### config.mk
export PLATFORM = sky130hd
export DESIGN_NAME = nearest_ray_box_pick
export DESIGN_NICKNAME = d
export VERILOG_FILES = /design/src/hdl/nrbp_pkg.sv /design/src/hdl/nrbp_if.sv /design/src/hdl/nrbp_div.sv /design/src/hdl/nrbp_datapath.sv /design/src/hdl/nrbp_ctrl.sv /design/src/hdl/nearest_ray_box_pick.sv
export SDC_FILE = /design/constraint.sdc
export NUM_CORES = 2
export LEC_CHECK = 0
export BUFFER_PORTS_ARGS = -buffer_cell sky130_fd_sc_hd__buf_2
export CORE_MARGIN = 2
export CORE_UTILIZATION = 35
export CTS_CLUSTER_DIAMETER = 50
export CTS_CLUSTER_SIZE = 16
export DETAILED_ROUTE_END_ITERATION = 12
export GPL_ROUTABILITY_DRIVEN = 0
export GPL_TIMING_DRIVEN = 0
export PLACE_DENSITY_LB_ADDON = 0.05
export SLEW_MARGIN = 10
export SYNTH_ARGS = -nofsm -noshare
export SYNTH_HDL_FRONTEND = slang
export SYNTH_SLANG_ARGS = --single-unit
### constraint.sdc
create_clock -name clk -period 13.25 [get_ports clk]
set_clock_uncertainty 0.05 [all_clocks]
set_input_delay 2.65 -clock clk [delete_from_list [all_inputs] [get_ports clk]]
set_output_delay 2.65 -clock clk [all_outputs]
set_load 0.01 [all_outputs]
### src/hdl/nrbp_pkg.sv
// ----------------------------------------------------------------------------
// nrbp_pkg
// shared types and constants of the nearest ray / box pick block
// ----------------------------------------------------------------------------
package nrbp_pkg;

  localparam int unsigned COORD_W = 32;
  localparam int unsigned DIR_W   = 18;
  localparam int unsigned IDX_W   = 10;
  localparam int unsigned CFG_IDX_W = 3;

  localparam logic signed [COORD_W-1:0] SAT_HI = 32'sh7FFF_FFFF;
  localparam logic signed [COORD_W-1:0] SAT_LO = 32'sh8000_0000;

  typedef enum logic [CFG_IDX_W-1:0] {
    REG_ORIGIN_X = 3'd0,
    REG_ORIGIN_Y = 3'd1,
    REG_ORIGIN_Z = 3'd2,
    REG_DIR_X    = 3'd3,
    REG_DIR_Y    = 3'd4,
    REG_DIR_Z    = 3'd5
  } reg_idx_t;

  typedef enum logic [2:0] {
    ST_IDLE,
    ST_LOAD,
    ST_DIV,
    ST_NEXT,
    ST_UPDATE,
    ST_OUT
  } state_t;

  // channel payloads
  typedef struct packed {
    logic [COORD_W-1:0] min_x;
    logic [COORD_W-1:0] min_y;
    logic [COORD_W-1:0] min_z;
    logic [COORD_W-1:0] max_x;
    logic [COORD_W-1:0] max_y;
    logic [COORD_W-1:0] max_z;
    logic [IDX_W-1:0]   index;
    logic               last;
  } box_t;

  typedef struct packed {
    logic               found;
    logic [IDX_W-1:0]   index;
    logic [COORD_W-1:0] distance;
  } pick_res_t;

  typedef struct packed {
    logic [CFG_IDX_W-1:0] index;
    logic [COORD_W-1:0]   value;
  } cfg_wr_t;

  // controller to datapath
  typedef struct packed {
    logic       capture;   // take the input beat
    logic       div_start; // start the division of the current slot
    logic       slot_done; // fold the quotient of the current slot
    logic [2:0] slot;      // 0..5: axis*2 + bound
    logic       update;    // fold box result into best
    logic       emit;      // load output register and clear pick
  } ctrl_t;

  // datapath to controller
  typedef struct packed {
    logic div_busy;
    logic last_box;
  } stat_t;

endpackage

### src/hdl/nrbp_if.sv
// ----------------------------------------------------------------------------
// nrbp_if
// valid/ready channel carrying one payload
// ----------------------------------------------------------------------------
interface nrbp_if #(parameter type payload_t = logic) ();
  logic     valid;
  logic     ready;
  payload_t data;
  modport source (output valid, output data, input ready);
  modport sink   (input valid, input data, output ready);
endinterface

### src/hdl/nrbp_div.sv
// ----------------------------------------------------------------------------
// nrbp_div
// shared radix-2 restoring divider, signed, truncating, saturating to 32 bit
// ----------------------------------------------------------------------------
module nrbp_div #(
  parameter int unsigned FRACTION_BITS = 16
) (
  input  logic                clk,
  input  logic                rst_n,
  input  logic                start,
  input  logic signed [32:0]  num,   // bound - origin
  input  logic signed [17:0]  den,
  output logic                busy,
  output logic signed [31:0]  quo
);
  import nrbp_pkg::*;

  localparam int unsigned NW  = 33 + FRACTION_BITS;
  localparam int unsigned CW  = $clog2(NW + 1);

  logic [NW-1:0] n_r, n_nxt;
  logic [17:0]   rem_r, rem_nxt;
  logic [17:0]   d_r, d_nxt;
  logic          neg_r, neg_nxt;
  logic [CW-1:0] cnt_r, cnt_nxt;
  logic          busy_r, busy_nxt;

  logic [NW-1:0] anum;
  logic [18:0]   trial;
  logic [NW:0]   mag;
  logic [NW:0]   lim;

  always_comb begin
    anum = NW'({33'(num[32] ? -num : num), {FRACTION_BITS{1'b0}}});
    n_nxt    = n_r;
    rem_nxt  = rem_r;
    d_nxt    = d_r;
    neg_nxt  = neg_r;
    cnt_nxt  = cnt_r;
    busy_nxt = busy_r;
    trial    = {rem_r, n_r[NW-1]} - {1'b0, d_r};
    if (start) begin
      n_nxt    = anum;
      rem_nxt  = '0;
      d_nxt    = 18'(den[17] ? -den : den);
      neg_nxt  = num[32] ^ den[17];
      cnt_nxt  = CW'(NW);
      busy_nxt = 1'b1;
    end else if (busy_r) begin
      if (!trial[18]) begin
        rem_nxt = trial[17:0];
        n_nxt   = {n_r[NW-2:0], 1'b1};
      end else begin
        rem_nxt = {rem_r[16:0], n_r[NW-1]};
        n_nxt   = {n_r[NW-2:0], 1'b0};
      end
      cnt_nxt = cnt_r - CW'(1);
      if (cnt_r == CW'(1)) busy_nxt = 1'b0;
    end
  end

  always_ff @(posedge clk) begin
    if (!rst_n) begin
      busy_r <= 1'b0;
      cnt_r  <= '0;
    end else begin
      busy_r <= busy_nxt;
      cnt_r  <= cnt_nxt;
    end
    n_r   <= n_nxt;
    rem_r <= rem_nxt;
    d_r   <= d_nxt;
    neg_r <= neg_nxt;
  end

  // magnitude saturation, negative side reaches one further
  always_comb begin
    mag = {1'b0, n_r};
    lim = (NW+1)'({1'b0, SAT_HI}) + (NW+1)'(neg_r);
    if (mag >= lim) quo = neg_r ? SAT_LO : SAT_HI;
    else            quo = neg_r ? -32'(n_r) : 32'(n_r);
  end

  assign busy = busy_r;
endmodule

### src/hdl/nrbp_datapath.sv
// ----------------------------------------------------------------------------
// nrbp_datapath
// config registers, slab intervals, running best and the output register
// ----------------------------------------------------------------------------
module nrbp_datapath #(
  parameter int unsigned FRACTION_BITS = 16
) (
  input  logic                  clk,
  input  logic                  rst_n,
  input  logic                  cfg_we,
  input  logic [2:0]            cfg_idx,
  input  logic [31:0]           cfg_wdata,
  input  logic [31:0]           box_min_x,
  input  logic [31:0]           box_min_y,
  input  logic [31:0]           box_min_z,
  input  logic [31:0]           box_max_x,
  input  logic [31:0]           box_max_y,
  input  logic [31:0]           box_max_z,
  input  logic [9:0]            box_index,
  input  logic                  last_box,
  input  nrbp_pkg::ctrl_t       ctrl,
  output nrbp_pkg::stat_t       stat,
  output logic                  hit_found,
  output logic [9:0]            nearest_index,
  output logic [31:0]           hit_distance
);
  import nrbp_pkg::*;

  logic signed [31:0] org_r [3];
  logic signed [17:0] dir_r [3];
  logic signed [31:0] bnd_r [6];
  logic [9:0]         idx_r;
  logic               last_r;

  logic signed [31:0] tn_r, tf_r, t0_r;
  logic               hit_r;
  logic signed [31:0] best_d_r;
  logic [9:0]         best_i_r;
  logic               any_r;
  logic               of_r;
  logic [9:0]         oi_r;
  logic [31:0]        od_r;

  logic [1:0]         ax;
  logic signed [31:0] o, b, other;
  logic signed [17:0] d;
  logic signed [32:0] num;
  logic signed [31:0] q, an, af, lo, hi;
  logic               div_busy;

  assign ax    = ctrl.slot[2:1];
  assign o     = org_r[ax];
  assign d     = dir_r[ax];
  assign b     = bnd_r[ctrl.slot];
  assign other = bnd_r[{ax, 1'b0}];
  assign num   = 33'(b) - 33'(o);

  nrbp_div #(.FRACTION_BITS(FRACTION_BITS)) u_div (
    .clk, .rst_n, .start(ctrl.div_start), .num, .den(d),
    .busy(div_busy), .quo(q)
  );

  always_comb begin
    an = t0_r;
    af = q;
    if (q < t0_r) begin
      an = q;
      af = t0_r;
    end
    lo = (other < b) ? other : b;
    hi = (other < b) ? b : other;
  end

  always_ff @(posedge clk) begin
    if (!rst_n) begin
      org_r[0] <= '0; org_r[1] <= '0; org_r[2] <= '0;
      dir_r[0] <= '0; dir_r[1] <= '0; dir_r[2] <= 18'sd65536;
      best_d_r <= SAT_HI;
      best_i_r <= '0;
      any_r    <= 1'b0;
    end else begin
      if (cfg_we) begin
        unique case (cfg_idx)
          REG_ORIGIN_X: org_r[0] <= cfg_wdata;
          REG_ORIGIN_Y: org_r[1] <= cfg_wdata;
          REG_ORIGIN_Z: org_r[2] <= cfg_wdata;
          REG_DIR_X:    dir_r[0] <= cfg_wdata[17:0];
          REG_DIR_Y:    dir_r[1] <= cfg_wdata[17:0];
          REG_DIR_Z:    dir_r[2] <= cfg_wdata[17:0];
          default: ;
        endcase
      end
      if (ctrl.update && hit_r && (!any_r || tn_r < best_d_r)) begin
        best_d_r <= tn_r;
        best_i_r <= idx_r;
        any_r    <= 1'b1;
      end
      if (ctrl.emit) begin
        best_d_r <= SAT_HI;
        best_i_r <= '0;
        any_r    <= 1'b0;
      end
    end
    if (ctrl.capture) begin
      bnd_r[0] <= box_min_x; bnd_r[1] <= box_max_x;
      bnd_r[2] <= box_min_y; bnd_r[3] <= box_max_y;
      bnd_r[4] <= box_min_z; bnd_r[5] <= box_max_z;
      idx_r    <= box_index;
      last_r   <= last_box;
      hit_r    <= 1'b1;
    end
    if (ctrl.slot_done) begin
      if (!ctrl.slot[0]) begin
        t0_r <= q;
      end else begin
        // zero direction: the slab is unbounded or the box misses
        if (d == '0) begin
          if (o < lo || o > hi) hit_r <= 1'b0;
        end else if (ax == 2'd0) begin
          tn_r <= an;
          tf_r <= af;
        end else begin
          if (tn_r > af || an > tf_r) hit_r <= 1'b0;
          if (an > tn_r) tn_r <= an;
          if (af < tf_r) tf_r <= af;
        end
        if (d == '0 && ax == 2'd0) begin
          tn_r <= SAT_LO;
          tf_r <= SAT_HI;
        end
      end
    end
    if (ctrl.emit) begin
      of_r <= any_r;
      oi_r <= any_r ? best_i_r : '0;
      od_r <= any_r ? best_d_r : '0;
    end
  end

  assign stat.div_busy = div_busy;
  assign stat.last_box = last_r;
  assign hit_found     = of_r;
  assign nearest_index = oi_r;
  assign hit_distance  = od_r;
endmodule

### src/hdl/nrbp_ctrl.sv
// ----------------------------------------------------------------------------
// nrbp_ctrl
// sequencer: six divisions per box, then best update and optional result
// ----------------------------------------------------------------------------
module nrbp_ctrl (
  input  logic            clk,
  input  logic            rst_n,
  input  logic            in_valid,
  output logic            in_ready,
  output logic            out_valid,
  input  logic            out_ready,
  input  nrbp_pkg::stat_t stat,
  output nrbp_pkg::ctrl_t ctrl
);
  import nrbp_pkg::*;

  state_t     state_r, state_nxt;
  logic [2:0] slot_r, slot_nxt;
  logic       ov_r, ov_nxt;

  always_ff @(posedge clk) begin
    if (!rst_n) begin
      state_r <= ST_IDLE;
      slot_r  <= '0;
      ov_r    <= 1'b0;
    end else begin
      state_r <= state_nxt;
      slot_r  <= slot_nxt;
      ov_r    <= ov_nxt;
    end
  end

  always_comb begin
    state_nxt = state_r;
    slot_nxt  = slot_r;
    ov_nxt    = ov_r && !out_ready;
    ctrl      = '0;
    ctrl.slot = slot_r;
    in_ready  = 1'b0;
    unique case (state_r)
      ST_IDLE: begin
        in_ready = 1'b1;
        if (in_valid) begin
          ctrl.capture = 1'b1;
          slot_nxt     = '0;
          state_nxt    = ST_LOAD;
        end
      end
      ST_LOAD: begin
        ctrl.div_start = 1'b1;
        state_nxt      = ST_DIV;
      end
      ST_DIV: begin
        if (!stat.div_busy) begin
          ctrl.slot_done = 1'b1;
          state_nxt      = ST_NEXT;
        end
      end
      ST_NEXT: begin
        if (slot_r == 3'd5) begin
          state_nxt = ST_UPDATE;
        end else begin
          slot_nxt  = slot_r + 3'd1;
          state_nxt = ST_LOAD;
        end
      end
      ST_UPDATE: begin
        ctrl.update = 1'b1;
        state_nxt   = stat.last_box ? ST_OUT : ST_IDLE;
      end
      ST_OUT: begin
        // wait for the output register to be free
        if (!ov_r || out_ready) begin
          ctrl.emit = 1'b1;
          ov_nxt    = 1'b1;
          state_nxt = ST_IDLE;
        end
      end
      default: state_nxt = ST_IDLE;
    endcase
  end

  assign out_valid = ov_r;
endmodule

### src/hdl/nearest_ray_box_pick.sv
// each box takes six divisions (Q16.16 at FRACTION_BITS = 16); the result of
// the last box follows its best update and then the output load
// boxes are taken one at a time, paced by the single shared radix-2 divider
// (one quotient bit per cycle, six quotients per box);
// a stalled result holds the next last box only while the output register is full
// reset: synchronous active low; origin 0, direction (0,0,1), pick state cleared
// ----------------------------------------------------------------------------
// nearest_ray_box_pick
// slab-test ray/box pick returning the nearest hit of a box stream
// ----------------------------------------------------------------------------
module nearest_ray_box_pick #(
  parameter int unsigned FRACTION_BITS = 16
) (
  input  logic        clk,
  input  logic        rst_n,
  input  logic        in_valid,
  output logic        in_ready,
  input  logic [31:0] in_box_min_x,
  input  logic [31:0] in_box_min_y,
  input  logic [31:0] in_box_min_z,
  input  logic [31:0] in_box_max_x,
  input  logic [31:0] in_box_max_y,
  input  logic [31:0] in_box_max_z,
  input  logic [9:0]  in_box_index,
  input  logic        in_last_box,
  output logic        out_valid,
  input  logic        out_ready,
  output logic        out_hit_found,
  output logic [9:0]  out_nearest_index,
  output logic [31:0] out_hit_distance,
  input  logic        cfg_valid,
  output logic        cfg_ready,
  input  logic [2:0]  cfg_index,
  input  logic [31:0] cfg_data
);
  import nrbp_pkg::*;

  ctrl_t ctrl;
  stat_t stat;

  nrbp_if #(.payload_t(box_t))      in_ch ();
  nrbp_if #(.payload_t(pick_res_t)) out_ch ();
  nrbp_if #(.payload_t(cfg_wr_t))   cfg_ch ();

  assign in_ch.valid = in_valid;
  assign in_ch.data  = '{in_box_min_x, in_box_min_y, in_box_min_z,
                         in_box_max_x, in_box_max_y, in_box_max_z,
                         in_box_index, in_last_box};
  assign in_ready    = in_ch.ready;

  assign out_ch.ready      = out_ready;
  assign out_valid         = out_ch.valid;
  assign out_hit_found     = out_ch.data.found;
  assign out_nearest_index = out_ch.data.index;
  assign out_hit_distance  = out_ch.data.distance;

  assign cfg_ch.valid = cfg_valid;
  assign cfg_ch.data  = '{cfg_index, cfg_data};
  assign cfg_ch.ready = 1'b1;
  assign cfg_ready    = cfg_ch.ready;

  nrbp_ctrl u_ctrl (
    .clk, .rst_n,
    .in_valid(in_ch.valid), .in_ready(in_ch.ready),
    .out_valid(out_ch.valid), .out_ready(out_ch.ready),
    .stat, .ctrl
  );

  nrbp_datapath #(.FRACTION_BITS(FRACTION_BITS)) u_dp (
    .clk, .rst_n,
    .cfg_we(cfg_ch.valid && cfg_ch.ready), .cfg_idx(cfg_ch.data.index),
    .cfg_wdata(cfg_ch.data.value),
    .box_min_x(in_ch.data.min_x), .box_min_y(in_ch.data.min_y),
    .box_min_z(in_ch.data.min_z),
    .box_max_x(in_ch.data.max_x), .box_max_y(in_ch.data.max_y),
    .box_max_z(in_ch.data.max_z),
    .box_index(in_ch.data.index), .last_box(in_ch.data.last),
    .ctrl, .stat,
    .hit_found(out_ch.data.found), .nearest_index(out_ch.data.index),
    .hit_distance(out_ch.data.distance)
  );
endmodule
### Yosys cells after proc, flatten, opt, wreduce, memory -nomap -nowiden

Memories as Yosys holds them, arrays and structs flattened. A register that Yosys moved wholly into a read port is not among the register bits.
Cells that the tools add are included.

* bitwise logic cells: 9
* mux-type cells: 92
* equal/unequal tests: 17
* reduce and logical (&&, ||, !) cells: 26
* add/subtract/negate cells: 8
* order comparisons: 10

Operators by type and width (count)
* two-way mux 32 bit: 16
* less-than comparator 32 bit: 5
* > comparator 32 bit: 4
* two-way mux 49 bit: 2
* two-way mux 18 bit: 4
* >= comparator 49 x 32 -> 1 bit: 1
* two-way mux 1 bit: 49
* two-way mux 3 bit: 11
* two-way mux 33 bit: 1
* negation 33 bit: 1
* subtractor 32 x 32 -> 33 bit: 1
* adder 31 x 1 -> 32 bit, first input constant: 1
* negation 32 bit: 1
* subtractor 19 x 18 -> 19 bit: 1
* zero test 18 bit: 1
* negation 18 bit: 1
* one-hot mux 3 bit (6 select lines): 1
* two-way mux 17 bit: 1
* equality test 3 bit, second input constant: 5
* equality test 3 x 2 -> 1 bit, second input constant: 4
* two-way mux 6 bit: 2
* two-way mux 2 bit: 4
* inequality test 2 bit, second input constant: 4
* AND reduction 4 bit: 2
* other kinds (19): 39

* word-level logic and storage cells: 189
* register bits after elaboration: 294
* RAM bits: 342
* memories kept: 3
* bits of input ports: 243
* output and inout bits: 46

Memories
* u_dp.bnd_r: words 6, width 32, rd ports 2, clocked after memory_dff 2, write ports 6, RTL line nrbp_datapath.sv:31 `logic signed [31:0] bnd_r [6];`
* u_dp.org_r: words 3, width 32, rd ports 1, clocked after memory_dff 1, write ports 3, RTL line nrbp_datapath.sv:29 `logic signed [31:0] org_r [3];`
* u_dp.dir_r: words 3, width 18, rd ports 1, clocked after memory_dff 1, write ports 3, RTL line nrbp_datapath.sv:30 `logic signed [17:0] dir_r [3];`

### Longest topological paths before layout

* depth in word-level cells: 12
* mapped depth: 41
* mapped depth without buffers: 35

### Modules after synthesis

Synthesis repeated with hierarchy kept, for this count alone.

* cell total of the unflattened synthesis: 3647
* area total of the unflattened synthesis: 38755.9 um^2

Modules (own cells, without submodules)
* nrbp_datapath: cells each 2745, area each 30983.5 um^2, times used 1, seq. area each 15655.0 um^2
* nrbp_div: cells each 845, area each 7307.0 um^2, times used 1, seq. area each 2382.3 um^2
* nrbp_ctrl: cells each 55, area each 454.2 um^2, times used 1, seq. area each 140.1 um^2
* nearest_ray_box_pick: cells each 2, area each 11.3 um^2, times used 1, seq. area each 0.0 um^2

### Worst setup path after synthesis

Ideal clock, no wire load.

* path kind: reg-to-reg
* start: reg u_dp.u_div.neg_r
* end: reg u_dp.tn_r[0], enable pin
* data required time: 12768 ps
* setup time: 432 ps
* setup slack: 2688 ps
* clock period less this slack: 10562 ps
* path buffers: 5
* cell stages (with the launch flop): 38
* arrival: 10080 ps
* cell sequence: edfxtp_1 > clkbuf_1 > inv_2 > clkbuf_1 > clkbuf_1 > ha_1 > nand2b_1 > a2111o_1 > a31oi_1 > o211ai_1 > a41oi_1 > nand2_1 > o311ai_0 > ha_1 > a211oi_1 > nor2_1 > o211ai_1 > a21oi_1 > (+2 left out) > a31oi_2 > xnor2_1 > clkbuf_1 > buf_2 > mux2i_1 > ha_1 > nor2b_1 > o21a_1 > o21a_1 > o21a_1 > o21a_1 > o21a_1 > o21a_1 > o21ai_0 > nand2_1 > a211oi_1 > mux2i_1 > a21oi_1

* cells in the longest elaborated chain, start to end: 8
* elaborated cells between the ends (all ways): 10
* those cells by class: add/sub: 1; order compare: 3; mux: 4; reduce/logical: 2

RTL lines
* start: declaration: RTL line nrbp_div.sv:24 `logic neg_r, neg_nxt;`
* start signal: assignment: RTL line nrbp_div.sv:73 `neg_r <= neg_nxt;`
* adder 31 x 1 -> 32 bit: RTL line nrbp_div.sv:79 `lim = (NW+1)'({1'b0, SAT_HI}) + (NW+1)'(neg_r);`
* >= comparator 49 x 32 -> 1 bit: RTL line nrbp_div.sv:80 `if (mag >= lim) quo = neg_r ? SAT_LO : SAT_HI;`
* two-way mux 32 bit (*): RTL line nrbp_div.sv:80
* via u_dp.q[9]: RTL line nrbp_datapath.sv:48 `logic signed [31:0] q, an, af, lo, hi;`
* less-than comparator 32 bit: RTL line nrbp_datapath.sv:66 `if (q < t0_r) begin`
* two-way mux 32 bit (*): RTL line nrbp_datapath.sv:66
* > comparator 32 bit (*): RTL line nrbp_datapath.sv:124 `if (an > tn_r) tn_r <= an;`
* nonzero test 3 bit (no source line) (*)
* AND reduction 4 bit (no source line) (*)
* end signal: assignment: RTL line nrbp_datapath.sv:120 `tn_r <= an;`
* end signal: assignment: RTL line nrbp_datapath.sv:124
* end: declaration: RTL line nrbp_datapath.sv:35 `logic signed [31:0] tn_r, tf_r, t0_r;`

Mark *: on every way through the listed nets, which the timed path passes. The rest lies on a longest branch.
A chain may end at the register's enable or synchronous reset.

### Final worst setup path

* start: reg u_dp.u_div.neg_r
* end: reg u_dp.tn_r[11], enable pin

Same word-level chain as after synthesis.

==> reports/results.tsv <==
stage	metric	value	unit
clock_network	cts repair resizes	0	
route	vias	27974	
setup_path	CP dominant cell by count	o21a_1	
sta	setup TNS	0	ns
grt	global-route congestion overflow total	0	
pwr	PwrDens	174	nW/um^2
outcome	status	finished, final reports clean	
route	vias per std cell	5.07	
route	average routed wire per standard cell	20.9	um
yosys	Synth Area in Simple Gates	12.4	%
grt	initial antenna violation count	17	
yosys	largest family of logic cells by synthesized area	compound AO/OA/AOI/OAI gates	
yosys	#FFs+latches synth	639	
yosys	Synth Area in Compound Gates	13.9	%
setup_path	critical path capture point type	flip-flop	
finish	Filler cells	10740	
yosys	post-synthesis xor/xnor area fraction	2.24	%
sta	setup violators final	0	
placed_design	placed cell area	42000	sq um
clock_network	CTS tree	done	
floorplanning	core area	109000	sq um
placed_design	post-DP HPWL	91900	um
yosys	mapped cell area	38300	sq um
clock_network	hold_buf cts	0	
floorplanning	Boundary Pins	289	
clock_network	post-CTS setup buffers	0	
yosys	Async SR Flop Fraction	0	%
sta	final hold viol count	0	
pwr	LEAKAGE	18.6	nW
setup_path	critical path type	reg2reg	
yosys	Mapped Nets	4225	
min_path	worst hold stages	2	
floorplanning	FP Rows	121	
yosys	number of synthesized flops with an enable pin	544	
yosys	sequential-to-total area share from yosys stat	47.6	%
placed_design	Buffers on Ports	286	
pwr	Sw Ratio	36.4	%
clock_network	CTS sink count	639	
setup_path	required time of the critical path	13.59	ns
setup_path	FF-to-FF path depth	38	
finish	layout cell share with drive strength beyond 1	13.6	%
flow_run	max-cap violations	0	
placed_design	dpl cells	5326	
sta	period utilization	92.1	%
min_path	hold crit path type	reg2reg	
pwr	Seq pwr share	33.4	%
floorplanning	DIE HEIGHT	335	um
route	initial DRC count	1613	
finish	Final nets	4628	
clock_network	Clk Tree Root Cell	clkbuf_16	
finish	area grow syn2layout	18.1	%
yosys	top_reg_cell synth	edfxtp_1	
clock_network	clock buffer depth	3	
finish	Layout Utilization	41.6	%
yosys	Mapped Cells	3608	
finish	commonest non-fill, non-tap cell in the layout	edfxtp_1	
sta	final hold slack	0.427	ns
route	drt drc	0	
finish	fin cells	5522	
route	Detailed Routing Iterations Pass 1	6	
setup_path	CP arrival	12.54	ns
yosys	mux cell area share after synthesis	7.08	%
clock_network	CTS buffer count	97	
sta	Worst Tran Pin Value	1.28	ns
pwr	power share of the combinational group	34.8	%
clock_network	Clk Latency, worst-skew pair	0.68	ns
clock_network	clock-pin slew on the worst setup and hold paths	0.06	ns
route	Routed Antenna Nets	0	
setup_path	Worst Setup Start Kind	flip-flop	
pwr	worst vdd ir	118	uV
sta	RSZ-0062 raised after global routing	false	
floorplanning	die area	112000	sq um
route	DRT Wirelength	116000	um
finish	most frequent cells in the layout	edfxtp_1, ha_1, inv_1, nor2_1, buf_2	
setup_path	Worst path max stage delay	0.86	ns
pwr	sw power	0.00286	W
yosys	adder-cell share of the synthesized area	12.3	%
setup_path	Slowest-stage cell, CP	edfxtp_1	
sta	Slew headroom	13.7	%
sta	minimum clock period	12.21	ns
finish	post-route cell area	45200	sq um
setup_path	largest fanout on the critical path	31	
grt	largest net degree at the start of global routing	57	
clock_network	H-tree depth	3	
sta	fmax	81.9	MHz
yosys	Syn Area/Cell	10.6	sq um
grt	first-pass GRT wire length	174000	um
sta	Final Max Tran Viols	0	
pwr	Int Power	0.00501	W
yosys	warnings from Yosys	0	
grt	Tot GR Track Use	20.5	%
pwr	clock share of power	31.8	%
yosys	count of cell types in the netlist	82	
floorplanning	die width	335	um
grt	number of global-route vias before repair	28157	
floorplanning	Initial Util	35.3	%
## power by group through the flow
stage                     clock network, W  registers [W]  logic [W]
after global placement                   0        0.00271    0.00271
after detailed placement                 0        0.00267    0.00275
final                              0.00250        0.00263    0.00274
after CTS                          0.00257        0.00263    0.00277
after floorplan                          0        0.00264    0.00194
after global routing               0.00265        0.00265    0.00310
## critical path, delay by kind of cell (launching register included)
family,cells,cell delay [ns]
simple gates,5,0.76
xor+xnor,1,0.28
flops,1,0.86
mux,2,0.74
fa+ha+maj,3,0.97
buf+inv,7,2.61
compound gates,20,5.58
## layout make-up
class                           instances  area (sq um)  area share (%)
Multi-Input combinational cell       2513         18500            40.8
Inverter                              311          1170            2.58
Timing Repair Buffer                  304          1810            4.00
Tap cell                             1414          1770            3.91
Sequential cell                       639         18200            40.3
Buffer                                145           561            1.24
Clock inverter                         76           726            1.60
Clock buffer                          107          2490            5.50
Antenna cell                           13          32.5          0.0719
## registers in the layout, indices dropped and copies added (netlist names), 6 cells and up, named ones only
register,count
u_dp.org_r,96
u_dp.dir_r,54
u_dp.u_div.n_r,49
u_dp.u_div.d_r,18
u_dp.idx_r,10
u_dp.tf_r,32
u_dp.t0_r,32
u_dp.nearest_index,10
u_dp.best_i_r,10
u_dp.bnd_r,192
u_dp.best_d_r,32
u_dp.u_div.cnt_r,6
u_dp.hit_distance,32
u_dp.u_div.rem_r,18
u_dp.tn_r,32
## synthesized netlist by cell type (38+ instances only)
| cell type | n | area share, % |
|---|---|---|
| a21o_1 | 87 | 1.7 |
| a21oi_1 | 269 | 3.5 |
| and2_1 | 133 | 2.2 |
| clkbuf_1 | 117 | 1.1 |
| dfxtp_1 | 95 | 5.0 |
| edfxtp_1 | 544 | 43 |
| ha_1 | 372 | 12 |
| inv_1 | 310 | 3.0 |
| mux2i_1 | 191 | 5.0 |
| nand2_1 | 213 | 2.1 |
| nand3_1 | 53 | 0.69 |
| nand4_1 | 62 | 1.0 |
| nor2_1 | 295 | 2.9 |
| nor2b_1 | 38 | 0.62 |
| o21a_1 | 70 | 1.4 |
| o21ai_0 | 199 | 2.6 |
| xnor2_1 | 61 | 1.4 |
## routing by layer
layer | global-route usage, % | routed length [um] | vias up
met4 | 6.31 | 3160 | 2
met5 | 0 | 13 | -
met1 | 25.0 | 49300 | 13284
met2 | 37.3 | 59700 | 461
met3 | 2.76 | 3460 | 153
li1 | - | - | 14074
## kinds of logic after synthesis
kind of cell               Yosys count
muxes                              230
adders and majority gates          374
other                                1
DFF                                639
xor gates and xnor gates            97
buffers and inverters              456
AOI/OAI and AO/OA                  845
and+or+nand+nor                    966
## through the flow
step           power [W]  setup WS, ns
6_report         0.00787          1.04
4_1_cts          0.00798         0.569
5_1_grt          0.00841         0.220
2_1_floorplan    0.00458          2.69
3_3_place_gp     0.00542         -1.21
3_5_place_dp     0.00542         0.609
## path summary, 6_finish.rpt
check                                        end  slack [ns]              from
worst max register to register     u_dp.tn_r[11]        1.04  u_dp.u_div.neg_r
worst min-delay path            u_dp.best_i_r[2]        0.43     u_dp.idx_r[2]
worst min register to register  u_dp.best_i_r[2]        0.43     u_dp.idx_r[2]
worst max-delay path               u_dp.tn_r[11]        1.04  u_dp.u_div.neg_r
No activity file was read; power rests on OpenSTA's default activity.
